**src/rtl/core/p8u_pkg.sv**
```systemverilog
// ----------------------------------------------------------------------------
// p8u_pkg
// shared widths, codes and the command type of the 8-bit to 16-bit pcm
// rate upsampler
// ----------------------------------------------------------------------------
package p8u_pkg;

  localparam int BYTE_W    = 8;
  localparam int SAMPLE_W  = 16;
  localparam int RATE_W    = 16;

  localparam int DEF_FRACTION_BITS = 16;
  localparam int DEF_OUTPUT_RATE   = 44100;

  localparam int MIN_RATE    = 1000;
  localparam int MAX_COPIES  = 45;
  localparam int CNT_W       = $clog2(MAX_COPIES + 1);
  localparam int QUEUE_DEPTH = 2;

  localparam logic [BYTE_W-1:0] SIGN_FLIP = 8'h80;

  // repeat mode, chosen when source_rate is written
  localparam int MODE_W = 2;
  localparam logic [MODE_W-1:0] MODE_X1  = 2'd0;
  localparam logic [MODE_W-1:0] MODE_X2  = 2'd1;
  localparam logic [MODE_W-1:0] MODE_X4  = 2'd2;
  localparam logic [MODE_W-1:0] MODE_ACC = 2'd3;

  // one converted sample and how many frames it fills
  typedef struct packed {
    logic [SAMPLE_W-1:0] sample;
    logic [CNT_W-1:0]    count;
  } cmd_t;

endpackage

```
**src/rtl/core/p8u_rate_cfg.sv**
```systemverilog
// ----------------------------------------------------------------------------
// p8u_rate_cfg
// holds source_rate as a repeat mode and works out the phase increment by a
// reciprocal multiplication with the output rate
// ----------------------------------------------------------------------------
module p8u_rate_cfg #(
  parameter int FRACTION_BITS = p8u_pkg::DEF_FRACTION_BITS,
  parameter int OUTPUT_RATE   = p8u_pkg::DEF_OUTPUT_RATE,
  parameter int ACC_W         = 18
) (
  input  logic                                clk,
  input  logic                                rst,
  input  logic                                cfg_we,
  input  logic [p8u_pkg::RATE_W-1:0]          cfg_wdata,
  output logic                                busy,
  output logic [p8u_pkg::MODE_W-1:0]          mode,
  output logic [ACC_W-1:0]                    increment
);

  // rounded-up reciprocal, shifted far enough that the floor is exact for
  // every 16-bit rate
  localparam int     RECIP_SH = p8u_pkg::RATE_W + $clog2(OUTPUT_RATE);
  localparam longint RECIP    =
      ((longint'(1) << (FRACTION_BITS + RECIP_SH)) + OUTPUT_RATE - 1) / OUTPUT_RATE;
  localparam int     MW       = $clog2(RECIP + 1);
  localparam int     PW       = p8u_pkg::RATE_W + MW;

  localparam longint RST_RATE =
      longint'(OUTPUT_RATE) % (longint'(1) << p8u_pkg::RATE_W);
  localparam longint RST_CL   =
      (RST_RATE < p8u_pkg::MIN_RATE) ? p8u_pkg::MIN_RATE : RST_RATE;
  localparam longint INC_RST  = ((RST_CL << FRACTION_BITS) / OUTPUT_RATE) + 1;

  localparam logic [p8u_pkg::MODE_W-1:0] RST_MODE =
      (RST_RATE == OUTPUT_RATE)     ? p8u_pkg::MODE_X1 :
      (RST_RATE == OUTPUT_RATE / 2) ? p8u_pkg::MODE_X2 :
      (RST_RATE == OUTPUT_RATE / 4) ? p8u_pkg::MODE_X4 : p8u_pkg::MODE_ACC;

  logic [p8u_pkg::RATE_W-1:0]        rate_q;
  logic [p8u_pkg::RATE_W-1:0]        rate_cl;
  logic [p8u_pkg::MODE_W-1:0]        mode_wr;
  logic [PW-1:0]                     prod;

  always_comb begin
    prod    = PW'(rate_q) * PW'(RECIP);
    rate_cl = (32'(cfg_wdata) < 32'(p8u_pkg::MIN_RATE)) ?
              p8u_pkg::RATE_W'(p8u_pkg::MIN_RATE) : cfg_wdata;
    priority if (32'(cfg_wdata) == 32'(OUTPUT_RATE)) begin
      mode_wr = p8u_pkg::MODE_X1;
    end else if (32'(cfg_wdata) == 32'(OUTPUT_RATE / 2)) begin
      mode_wr = p8u_pkg::MODE_X2;
    end else if (32'(cfg_wdata) == 32'(OUTPUT_RATE / 4)) begin
      mode_wr = p8u_pkg::MODE_X4;
    end else begin
      mode_wr = p8u_pkg::MODE_ACC;
    end
  end

  always_ff @(posedge clk) begin
    if (rst) begin
      busy      <= 1'b0;
      mode      <= RST_MODE;
      increment <= INC_RST[ACC_W-1:0];
    end else if (cfg_we) begin
      busy   <= 1'b1;
      mode   <= mode_wr;
      rate_q <= rate_cl;
    end else if (busy) begin
      busy      <= 1'b0;
      increment <= ACC_W'(prod[PW-1:RECIP_SH]) + ACC_W'(1);
    end
  end

endmodule

```
**src/rtl/core/p8u_front.sv**
```systemverilog
// ----------------------------------------------------------------------------
// p8u_front
// accepts source items, converts the byte and runs the phase accumulator,
// one step per cycle, to find how many frames each item fills
// ----------------------------------------------------------------------------
module p8u_front #(
  parameter int FRACTION_BITS = p8u_pkg::DEF_FRACTION_BITS,
  parameter int ACC_W         = 18
) (
  input  logic                              clk,
  input  logic                              rst,
  input  logic                              s_axis_tvalid,
  output logic                              s_axis_tready,
  input  logic [p8u_pkg::BYTE_W-1:0]        s_axis_tdata,
  input  logic                              s_axis_tuser,
  input  logic                              cfg_busy,
  input  logic [p8u_pkg::MODE_W-1:0]        mode,
  input  logic [ACC_W-1:0]                  increment,
  input  logic                              q_full,
  output logic                              push,
  output p8u_pkg::cmd_t                     push_cmd
);

  localparam logic ST_IDLE = 1'b0;
  localparam logic ST_STEP = 1'b1;
  localparam logic [ACC_W-1:0] ONE = ACC_W'(1) << FRACTION_BITS;

  logic                               state;
  logic [ACC_W-1:0]                   acc;
  logic [p8u_pkg::CNT_W-1:0]          cnt;
  logic [p8u_pkg::SAMPLE_W-1:0]       sample;

  logic                               accept;
  logic [ACC_W-1:0]                   acc_start;
  logic [ACC_W-1:0]                   acc_base;
  logic [ACC_W-1:0]                   acc_sum;
  logic [ACC_W-1:0]                   acc_after;
  logic [p8u_pkg::CNT_W-1:0]          cnt_base;
  logic [p8u_pkg::CNT_W-1:0]          cnt_step;
  logic [p8u_pkg::CNT_W-1:0]          fixed_cnt;
  logic                               reach;
  logic                               finish;
  logic                               skip;
  logic [p8u_pkg::SAMPLE_W-1:0]       conv;

  assign s_axis_tready = (state == ST_IDLE) && !cfg_busy && !q_full;

  always_comb begin
    accept    = s_axis_tvalid && s_axis_tready;
    conv      = {s_axis_tdata ^ p8u_pkg::SIGN_FLIP, p8u_pkg::BYTE_W'(0)};
    acc_start = s_axis_tuser ? '0 : acc;
    acc_base  = (state == ST_STEP) ? acc : acc_start;
    cnt_base  = (state == ST_STEP) ? cnt : '0;
    acc_sum   = acc_base + increment;
    cnt_step  = cnt_base + p8u_pkg::CNT_W'(1);
    reach     = (acc_sum >= ONE);
    // copy limit counts as reaching one unit, which leaves zero behind
    finish    = reach || (cnt_step == p8u_pkg::CNT_W'(p8u_pkg::MAX_COPIES));
    acc_after = reach ? (acc_sum - ONE) : '0;
    skip      = (acc_start >= ONE);
    unique case (mode)
      p8u_pkg::MODE_X1: fixed_cnt = p8u_pkg::CNT_W'(1);
      p8u_pkg::MODE_X2: fixed_cnt = p8u_pkg::CNT_W'(2);
      p8u_pkg::MODE_X4: fixed_cnt = p8u_pkg::CNT_W'(4);
      default:          fixed_cnt = p8u_pkg::CNT_W'(1);
    endcase

    push     = 1'b0;
    push_cmd = '{sample: conv, count: fixed_cnt};
    if (accept) begin
      if (mode != p8u_pkg::MODE_ACC) begin
        push = 1'b1;
      end else if (!skip && finish) begin
        push     = 1'b1;
        push_cmd = '{sample: conv, count: cnt_step};
      end
    end else if (state == ST_STEP) begin
      push     = finish;
      push_cmd = '{sample: sample, count: cnt_step};
    end
  end

  always_ff @(posedge clk) begin
    if (rst) begin
      state <= ST_IDLE;
      acc   <= '0;
    end else begin
      if (accept) begin
        sample <= conv;
        if (mode != p8u_pkg::MODE_ACC) begin
          acc <= acc_start;
        end else if (skip) begin
          acc <= acc_start - ONE;
        end else begin
          cnt <= cnt_step;
          if (finish) begin
            acc <= acc_after;
          end else begin
            acc   <= acc_sum;
            state <= ST_STEP;
          end
        end
      end else if (state == ST_STEP) begin
        cnt <= cnt_step;
        if (finish) begin
          acc   <= acc_after;
          state <= ST_IDLE;
        end else begin
          acc <= acc_sum;
        end
      end
    end
  end

  a_no_push_full: assert property (@(posedge clk) disable iff (rst) push |-> !q_full)
    else $error("command pushed into a full queue");
  a_step_below_one: assert property (@(posedge clk) disable iff (rst)
    (state == ST_STEP) |-> (acc < ONE))
    else $error("accumulator stepping at or above one unit");
  a_busy_blocks: assert property (@(posedge clk) disable iff (rst)
    cfg_busy |-> !s_axis_tready)
    else $error("item taken while increment is being worked out");

endmodule

```
**src/rtl/core/p8u_queue.sv**
```systemverilog
// ----------------------------------------------------------------------------
// p8u_queue
// short command queue between the front and the back
// ----------------------------------------------------------------------------
module p8u_queue (
  input  logic          clk,
  input  logic          rst,
  input  logic          push,
  input  p8u_pkg::cmd_t push_cmd,
  output logic          full,
  output logic          valid,
  output p8u_pkg::cmd_t head,
  input  logic          pop
);

  localparam int DEPTH = p8u_pkg::QUEUE_DEPTH;
  localparam int PW    = (DEPTH > 1) ? $clog2(DEPTH) : 1;
  localparam int CW    = $clog2(DEPTH + 1);

  p8u_pkg::cmd_t  mem [DEPTH];
  logic [PW-1:0]  wr_ptr;
  logic [PW-1:0]  rd_ptr;
  logic [CW-1:0]  count;

  assign full  = (count == CW'(DEPTH));
  assign valid = (count != '0);
  assign head  = mem[rd_ptr];

  always_ff @(posedge clk) begin
    if (push) begin
      mem[wr_ptr] <= push_cmd;
    end
  end

  always_ff @(posedge clk) begin
    if (rst) begin
      wr_ptr <= '0;
      rd_ptr <= '0;
      count  <= '0;
    end else begin
      if (push) begin
        wr_ptr <= (wr_ptr == PW'(DEPTH - 1)) ? '0 : wr_ptr + PW'(1);
      end
      if (pop) begin
        rd_ptr <= (rd_ptr == PW'(DEPTH - 1)) ? '0 : rd_ptr + PW'(1);
      end
      unique case ({push, pop})
        2'b10:   count <= count + CW'(1);
        2'b01:   count <= count - CW'(1);
        default: count <= count;
      endcase
    end
  end

endmodule

```
**src/rtl/core/p8u_back.sv**
```systemverilog
// ----------------------------------------------------------------------------
// p8u_back
// expands each queued command into its frames, one item per cycle while m_axis
// is not stalled, through a registered output stage
// ----------------------------------------------------------------------------
module p8u_back (
  input  logic                              clk,
  input  logic                              rst,
  input  logic                              q_valid,
  input  p8u_pkg::cmd_t                     q_head,
  output logic                              q_pop,
  output logic                              m_axis_tvalid,
  input  logic                              m_axis_tready,
  output logic [p8u_pkg::SAMPLE_W-1:0]      m_axis_tdata,
  output logic                              m_axis_tlast
);

  logic [p8u_pkg::CNT_W-1:0] idx;
  logic [p8u_pkg::CNT_W-1:0] idx_inc;
  logic                      load;
  logic                      last;

  always_comb begin
    load    = q_valid && (!m_axis_tvalid || m_axis_tready);
    idx_inc = idx + p8u_pkg::CNT_W'(1);
    last    = (idx_inc == q_head.count);
    q_pop   = load && last;
  end

  always_ff @(posedge clk) begin
    if (load) begin
      m_axis_tdata <= q_head.sample;
      m_axis_tlast <= last;
    end
  end

  always_ff @(posedge clk) begin
    if (rst) begin
      m_axis_tvalid <= 1'b0;
      idx           <= '0;
    end else if (load) begin
      m_axis_tvalid <= 1'b1;
      idx           <= last ? '0 : idx_inc;
    end else if (m_axis_tready) begin
      m_axis_tvalid <= 1'b0;
    end
  end

  a_idx_in_run: assert property (@(posedge clk) disable iff (rst)
    q_valid |-> (idx < q_head.count))
    else $error("copy index past the run length");
  a_pop_needs_valid: assert property (@(posedge clk) disable iff (rst)
    q_pop |-> q_valid)
    else $error("pop from an empty queue");
  a_out_held: assert property (@(posedge clk) disable iff (rst)
    (m_axis_tvalid && !m_axis_tready) |=>
      (m_axis_tvalid && $stable(m_axis_tdata) && $stable(m_axis_tlast)))
    else $error("output item changed while waiting");

endmodule

```
**src/rtl/core/pcm8_to_pcm16_rate_upsampler.sv**
```systemverilog
// ----------------------------------------------------------------------------
// pcm8_to_pcm16_rate_upsampler
// turns unsigned 8-bit mono bytes into signed 16-bit frames at the output
// rate by repeating or skipping samples (zero-order hold)
// ----------------------------------------------------------------------------
//  channel   dir  handshake              payload
//  s_axis    in   tvalid/tready          tdata: sample_byte, tuser: start_of_sound
//  m_axis    out  tvalid/tready          tdata: pcm_sample, tlast: last_of_run
//  cfg       in   cfg_we                 cfg_wdata: source_rate
//
//  the back emits one frame a cycle while m_axis is not stalled and the front
//  takes one accumulator step a cycle; a skipped item pushes no command. a
//  source_rate write holds s_axis_tready low after it while the increment is
//  multiplied out by the output rate reciprocal. rst is synchronous and clears
//  the phase and the queue. the output register and the two-entry command
//  queue let the front take items while m_axis is stalled.
// ----------------------------------------------------------------------------
module pcm8_to_pcm16_rate_upsampler #(
  parameter int FRACTION_BITS = p8u_pkg::DEF_FRACTION_BITS,
  parameter int OUTPUT_RATE   = p8u_pkg::DEF_OUTPUT_RATE
) (
  input  logic                              clk,
  input  logic                              rst,
  input  logic                              s_axis_tvalid,
  output logic                              s_axis_tready,
  input  logic [p8u_pkg::BYTE_W-1:0]        s_axis_tdata,   // sample_byte
  input  logic                              s_axis_tuser,   // start_of_sound
  output logic                              m_axis_tvalid,
  input  logic                              m_axis_tready,
  output logic [p8u_pkg::SAMPLE_W-1:0]      m_axis_tdata,   // pcm_sample
  output logic                              m_axis_tlast,
  input  logic                              cfg_we,
  input  logic [p8u_pkg::RATE_W-1:0]        cfg_wdata
);

  // integer bits so that the accumulator holds one unit plus the largest step
  localparam int INT_BITS = $clog2(((1 << p8u_pkg::RATE_W) - 1) / OUTPUT_RATE + 3);
  localparam int ACC_W    = FRACTION_BITS + INT_BITS;

  logic                       cfg_busy;
  logic [p8u_pkg::MODE_W-1:0] mode;
  logic [ACC_W-1:0]           increment;
  logic                       push;
  p8u_pkg::cmd_t              push_cmd;
  logic                       q_full;
  logic                       q_valid;
  p8u_pkg::cmd_t              q_head;
  logic                       q_pop;

  p8u_rate_cfg #(
    .FRACTION_BITS (FRACTION_BITS),
    .OUTPUT_RATE   (OUTPUT_RATE),
    .ACC_W         (ACC_W)
  ) u_cfg (
    .clk       (clk),
    .rst       (rst),
    .cfg_we    (cfg_we),
    .cfg_wdata (cfg_wdata),
    .busy      (cfg_busy),
    .mode      (mode),
    .increment (increment)
  );

  p8u_front #(
    .FRACTION_BITS (FRACTION_BITS),
    .ACC_W         (ACC_W)
  ) u_front (
    .clk           (clk),
    .rst           (rst),
    .s_axis_tvalid (s_axis_tvalid),
    .s_axis_tready (s_axis_tready),
    .s_axis_tdata  (s_axis_tdata),
    .s_axis_tuser  (s_axis_tuser),
    .cfg_busy      (cfg_busy),
    .mode          (mode),
    .increment     (increment),
    .q_full        (q_full),
    .push          (push),
    .push_cmd      (push_cmd)
  );

  p8u_queue u_queue (
    .clk      (clk),
    .rst      (rst),
    .push     (push),
    .push_cmd (push_cmd),
    .full     (q_full),
    .valid    (q_valid),
    .head     (q_head),
    .pop      (q_pop)
  );

  p8u_back u_back (
    .clk           (clk),
    .rst           (rst),
    .q_valid       (q_valid),
    .q_head        (q_head),
    .q_pop         (q_pop),
    .m_axis_tvalid (m_axis_tvalid),
    .m_axis_tready (m_axis_tready),
    .m_axis_tdata  (m_axis_tdata),
    .m_axis_tlast  (m_axis_tlast)
  );

endmodule

```
**config.mk**
```make
export PLATFORM = sky130hd
export DESIGN_NAME = pcm8_to_pcm16_rate_upsampler
export DESIGN_NICKNAME = d
export VERILOG_FILES = /design/src/rtl/core/p8u_pkg.sv /design/src/rtl/core/p8u_rate_cfg.sv /design/src/rtl/core/p8u_front.sv /design/src/rtl/core/p8u_queue.sv /design/src/rtl/core/p8u_back.sv /design/src/rtl/core/pcm8_to_pcm16_rate_upsampler.sv
export SDC_FILE = /design/constraint.sdc
export NUM_CORES = 1
export LEC_CHECK = 0
export BUFFER_PORTS_ARGS = -buffer_cell sky130_fd_sc_hd__buf_2
export CAP_MARGIN = 20
export CORE_MARGIN = 2
export CORE_UTILIZATION = 41
export DETAILED_ROUTE_END_ITERATION = 7
export PLACE_DENSITY = 0.58
export RECOVER_POWER = 100
export SKIP_LAST_GASP = 1
export SLEW_MARGIN = 20
export SYNTH_ARGS = -nofsm -noshare
export SYNTH_HDL_FRONTEND = slang
export SYNTH_SLANG_ARGS = --single-unit
```
**constraint.sdc**
```tcl
create_clock -name clk -period 9.91 [get_ports clk]
set_input_delay 0.4955 -clock clk [delete_from_list [all_inputs] [get_ports clk]]
set_output_delay 0.4955 -clock clk [all_outputs]
set_load 0.02 [all_outputs]
```
==> metrics.log <==
INFO  metric most_common_library_cell_in_the_layout_ignoring_fill_and_taps = sky130_fd_sc_hd__inv_1
INFO  metric clock-sinks = 119
INFO  metric min_period_over_period = 80.7%
INFO  metric drt_first_iter_violations = 510
INFO  metric numCtsBuffers = 17
INFO  metric grt_usage = 20.7%
INFO  metric final_period_minus_worst_setup_slack = 7.99 ns
INFO  metric final_hpwl_dp = 31100 um
INFO  metric unrepaired_setup_endpoints_after_global_routing = false
INFO  metric synth-edff-count = 67
INFO  metric ctsResizeCount = 0
INFO  metric worstSkewPairLatency = 0.44 ns
INFO  metric ys_async_sr_fraction = 0%
INFO  metric clockRootBuffer = sky130_fd_sc_hd__clkbuf_16
INFO  metric yosys_warnings = 0
INFO  metric final-max-slew-violation-count = 53
INFO  metric die_w = 193 um
INFO  metric antenna_found_initial = 0
INFO  metric maximum_number_of_pins_on_one_net_before_global_route_repair = 53
INFO  metric cts_htree_levels = 4
INFO  metric synth.cell_area = 14600 um^2
INFO  metric postSynthCellCount = 1531
INFO  metric layout-drive-gt1-share = 5.26%
INFO  metric run_status = finished with violations
INFO  metric tightest_hold_check_type = in -> reg
INFO  metric setup.reg_to_reg.worst_slack = 1.92 ns
INFO  metric totalNegativeSetupSlack = 0 ns
INFO  metric drt-wirelength-per-cell = 17.8 um
INFO  metric holdCritStartpoint = s_axis_tdata[2]
INFO  metric yosysUniqueCellTypes = 71
INFO  metric routability_congestion_estimate = 1.03
INFO  metric cp.arrival = 8.36 ns
INFO  metric cts_tree = built
INFO  metric timing.hold.worst_endpoint = u_front.sample[10]
INFO  metric dieHeight = 193 um
INFO  metric syn-mean-instance-area = 9.55 um^2
INFO  metric rr_startpoint = u_cfg.rate_q[4]
INFO  metric synth_seq_area_share = 20.9%
INFO  metric count_of_antenna_diodes_in_the_layout = 0
INFO  metric worst_ep_required_time = 10.27 ns
INFO  metric r2r-end = u_cfg.increment[14]
INFO  metric detail_route.vias_per_cell = 5.11
INFO  metric violations = max-capacitance violations, max-slew violations
INFO  metric drt_wl_total = 36400 um
INFO  metric crit_slowest_cell = sky130_fd_sc_hd__fa_1
INFO  metric timing_worst_slew_pin_value = 2.41 ns
INFO  metric layout.cells.most_common_list = sky130_fd_sc_hd__inv_1 (336), sky130_fd_sc_hd__ha_1 (195), sky130_fd_sc_hd__fa_1 (180), sky130_fd_sc_hd__nand2_1 (85), sky130_fd_sc_hd__a21oi_1 (81)
INFO  metric post_cts_hold_buffer_count = 0
INFO  metric worst_path_cell_trace = fa_1 > inv_1 > fa_1 > inv_1 > fa_1 > fa_1 > fa_1 > inv_1 > fa_1 > inv_1 > ha_1 > nand4_1 > nor4_1 > nand3_1 > a31oi_1 > a211oi_1 > xnor2_1 > nand4b_2 > or4b_1 > o31a_1 > or3_1 > nand3_1
INFO  metric timing_hold_violations_final = 0
INFO  metric grt_pass1_wl = 58400 um
INFO  metric detailroute.via_count = 10.4k
INFO  metric synthToLayoutAreaGrowth = 8.37%
INFO  metric die-area = 37200 um^2
INFO  metric timing.critical_path.max_delay_family = adder cells
INFO  metric ys_dominant_reg_cell = sky130_fd_sc_hd__edfxtp_1
INFO  metric final-setup-viol-count = 0
INFO  metric start_util = 41.4%
INFO  metric max_cap_violations = 1
INFO  metric design.portCount = 49
INFO  metric worst_path_most_repeated_cell = sky130_fd_sc_hd__fa_1
INFO  metric largest_stage_delay_worst_path = 0.70 ns
INFO  metric worstPathBufferInverterCount = 4
INFO  metric peak_clock_frequency_supported_by_timing = 125 MHz
INFO  metric drt_pre_antenna_iters = 5
INFO  metric yosys_register_bits = 119
INFO  metric grt_remaining_overflow = 0
INFO  metric cts_setup_buffers = 0
INFO  metric route.antenna.remaining_nets = 0
INFO  metric worst-r2r-cell-count = 22
INFO  metric first_global_vias = 10.6k
INFO  metric drc = 0
INFO  metric placement_rows = 69
INFO  metric worstSetupPathType = reg -> reg
INFO  metric core-area = 35300 um^2
INFO  metric cp_max_fo = 7
INFO  metric nets = 1971
INFO  metric timing.critical_path.to_type = flip-flop
INFO  metric final.setup_skew = 0.0207 ns
INFO  metric worstSetupStartpointType = flip-flop
INFO  metric clkSlewWorstSetupHoldPaths = 0.07 ns
INFO  metric hold_path_depth = 1
INFO  metric place.port_buffers = 40
INFO  metric max_slew_margin = -60.8%
INFO  metric cts-root-to-sink-buffers = 2
-- synth_stat cells (all sizes together), types with 25 or more instances --
master	n	area, um^2
xnor2	34	305
o21ai	53	265
ha	195	2440
dfxtp	52	1040
fa	180	3600
nand2	85	319
inv	336	1260
nor2	66	248
edfxtp	67	2010
nor3	25	125
a21oi	82	414
-- through the flow --
step                instances  utilization [%]  hold WS [ns]  instance area (um^2)  setup slack (ns)
floorplan                1538                -         0.417                 14600              2.89
global placement         2008             43.3         0.426                 15300              2.27
detailed placement       2008             43.3         0.440                 15300              2.16
CTS                      2040             45.0         0.232                 15900              2.14
global route             2040             44.9         0.232                 15800              1.54
finish                   2040             44.9         0.246                 15800              1.92
-- cells by family (layout without fill, tap and decap cells) --
family | Yosys count | after routing | share of synthesized area [%]
AOI/OAI and AO/OA | 237 | 237 | 10.1
xor gates and xnor gates | 57 | 57 | 3.47
adders and majority gates | 375 | 375 | 41.3
buffers and inverters | 374 | 415 | 9.87
DFF | 119 | 119 | 20.9
muxes | 27 | 27 | 1.99
other | 1 | 8 | 0.0256
and+or+nand+nor | 341 | 341 | 12.3
-- sequential cells by signal, indices dropped and copies added, names as in the netlist, named ones only --
register and count:
u_queue.rd_ptr 1, u_front.sample 8, u_queue.count 2, u_queue.mem 28, u_cfg.busy 1, u_back.m_axis_tlast 1
u_back.m_axis_tvalid 1, u_cfg.mode 2, u_front.acc 18, u_front.cnt 6, u_back.m_axis_tdata 8, u_front.state 1
u_queue.wr_ptr 1, u_back.idx 6, u_cfg.increment 18, u_cfg.rate_q 16
-- how the worst max path moves through the flow --
stage	cells past startpoint	to	slack, ns	from
2_1_floorplan	24	u_cfg.increment[14]	2.89	u_cfg.rate_q[4]
3_3_place_gp	22	u_cfg.increment[14]	2.27	u_cfg.rate_q[4]
3_5_place_dp	22	u_cfg.increment[14]	2.16	u_cfg.rate_q[4]
4_1_cts	22	u_cfg.increment[14]	2.14	u_cfg.rate_q[4]
5_1_grt	22	u_cfg.increment[16]	1.54	u_cfg.rate_q[4]
6_report	22	u_cfg.increment[14]	1.92	u_cfg.rate_q[4]
-- worst register-to-register path: stages, from the launching register on --
cell and delay (ns):
sky130_fd_sc_hd__edfxtp_1 0.53, sky130_fd_sc_hd__fa_1 0.70, sky130_fd_sc_hd__inv_1 0.13, sky130_fd_sc_hd__fa_1 0.62
sky130_fd_sc_hd__inv_1 0.08, sky130_fd_sc_hd__fa_1 0.56, sky130_fd_sc_hd__fa_1 0.46, sky130_fd_sc_hd__fa_1 0.56
sky130_fd_sc_hd__inv_1 0.06, sky130_fd_sc_hd__fa_1 0.53, sky130_fd_sc_hd__inv_1 0.04, sky130_fd_sc_hd__ha_1 0.38
sky130_fd_sc_hd__nand4_1 0.22, sky130_fd_sc_hd__nor4_1 0.54, sky130_fd_sc_hd__nand3_1 0.15, sky130_fd_sc_hd__a31oi_1 0.22
sky130_fd_sc_hd__a211oi_1 0.12, sky130_fd_sc_hd__xnor2_1 0.37, sky130_fd_sc_hd__nand4b_2 0.19, sky130_fd_sc_hd__or4b_1 0.65
sky130_fd_sc_hd__o31a_1 0.35, sky130_fd_sc_hd__or3_1 0.38, sky130_fd_sc_hd__nand3_1 0.08
-- per-layer routing --
metal | vias up | part of all wire, % | global-route usage [%]
met5 | - | 0 | 0
met4 | 0 | 3.8 | 8.25
met3 | 60 | 3.9 | 4.00
met2 | 216 | 45 | 32.2
met1 | 5033 | 47 | 28.2
li1 | 5108 | - | -
-- final cells by class --
class | count | area [um^2]
fillers | 3363 | 19500
multi-input cells | 1045 | 10100
flip-flops and latches | 119 | 3050
inverters | 336 | 1260
well taps | 461 | 577
clock buffers | 17 | 425
repair buffers | 47 | 206
clock inverters | 15 | 174
Power is left out: the tool's default activity adds up to more than one toggle a clock period on the data nets, which glitch-free logic cannot reach.
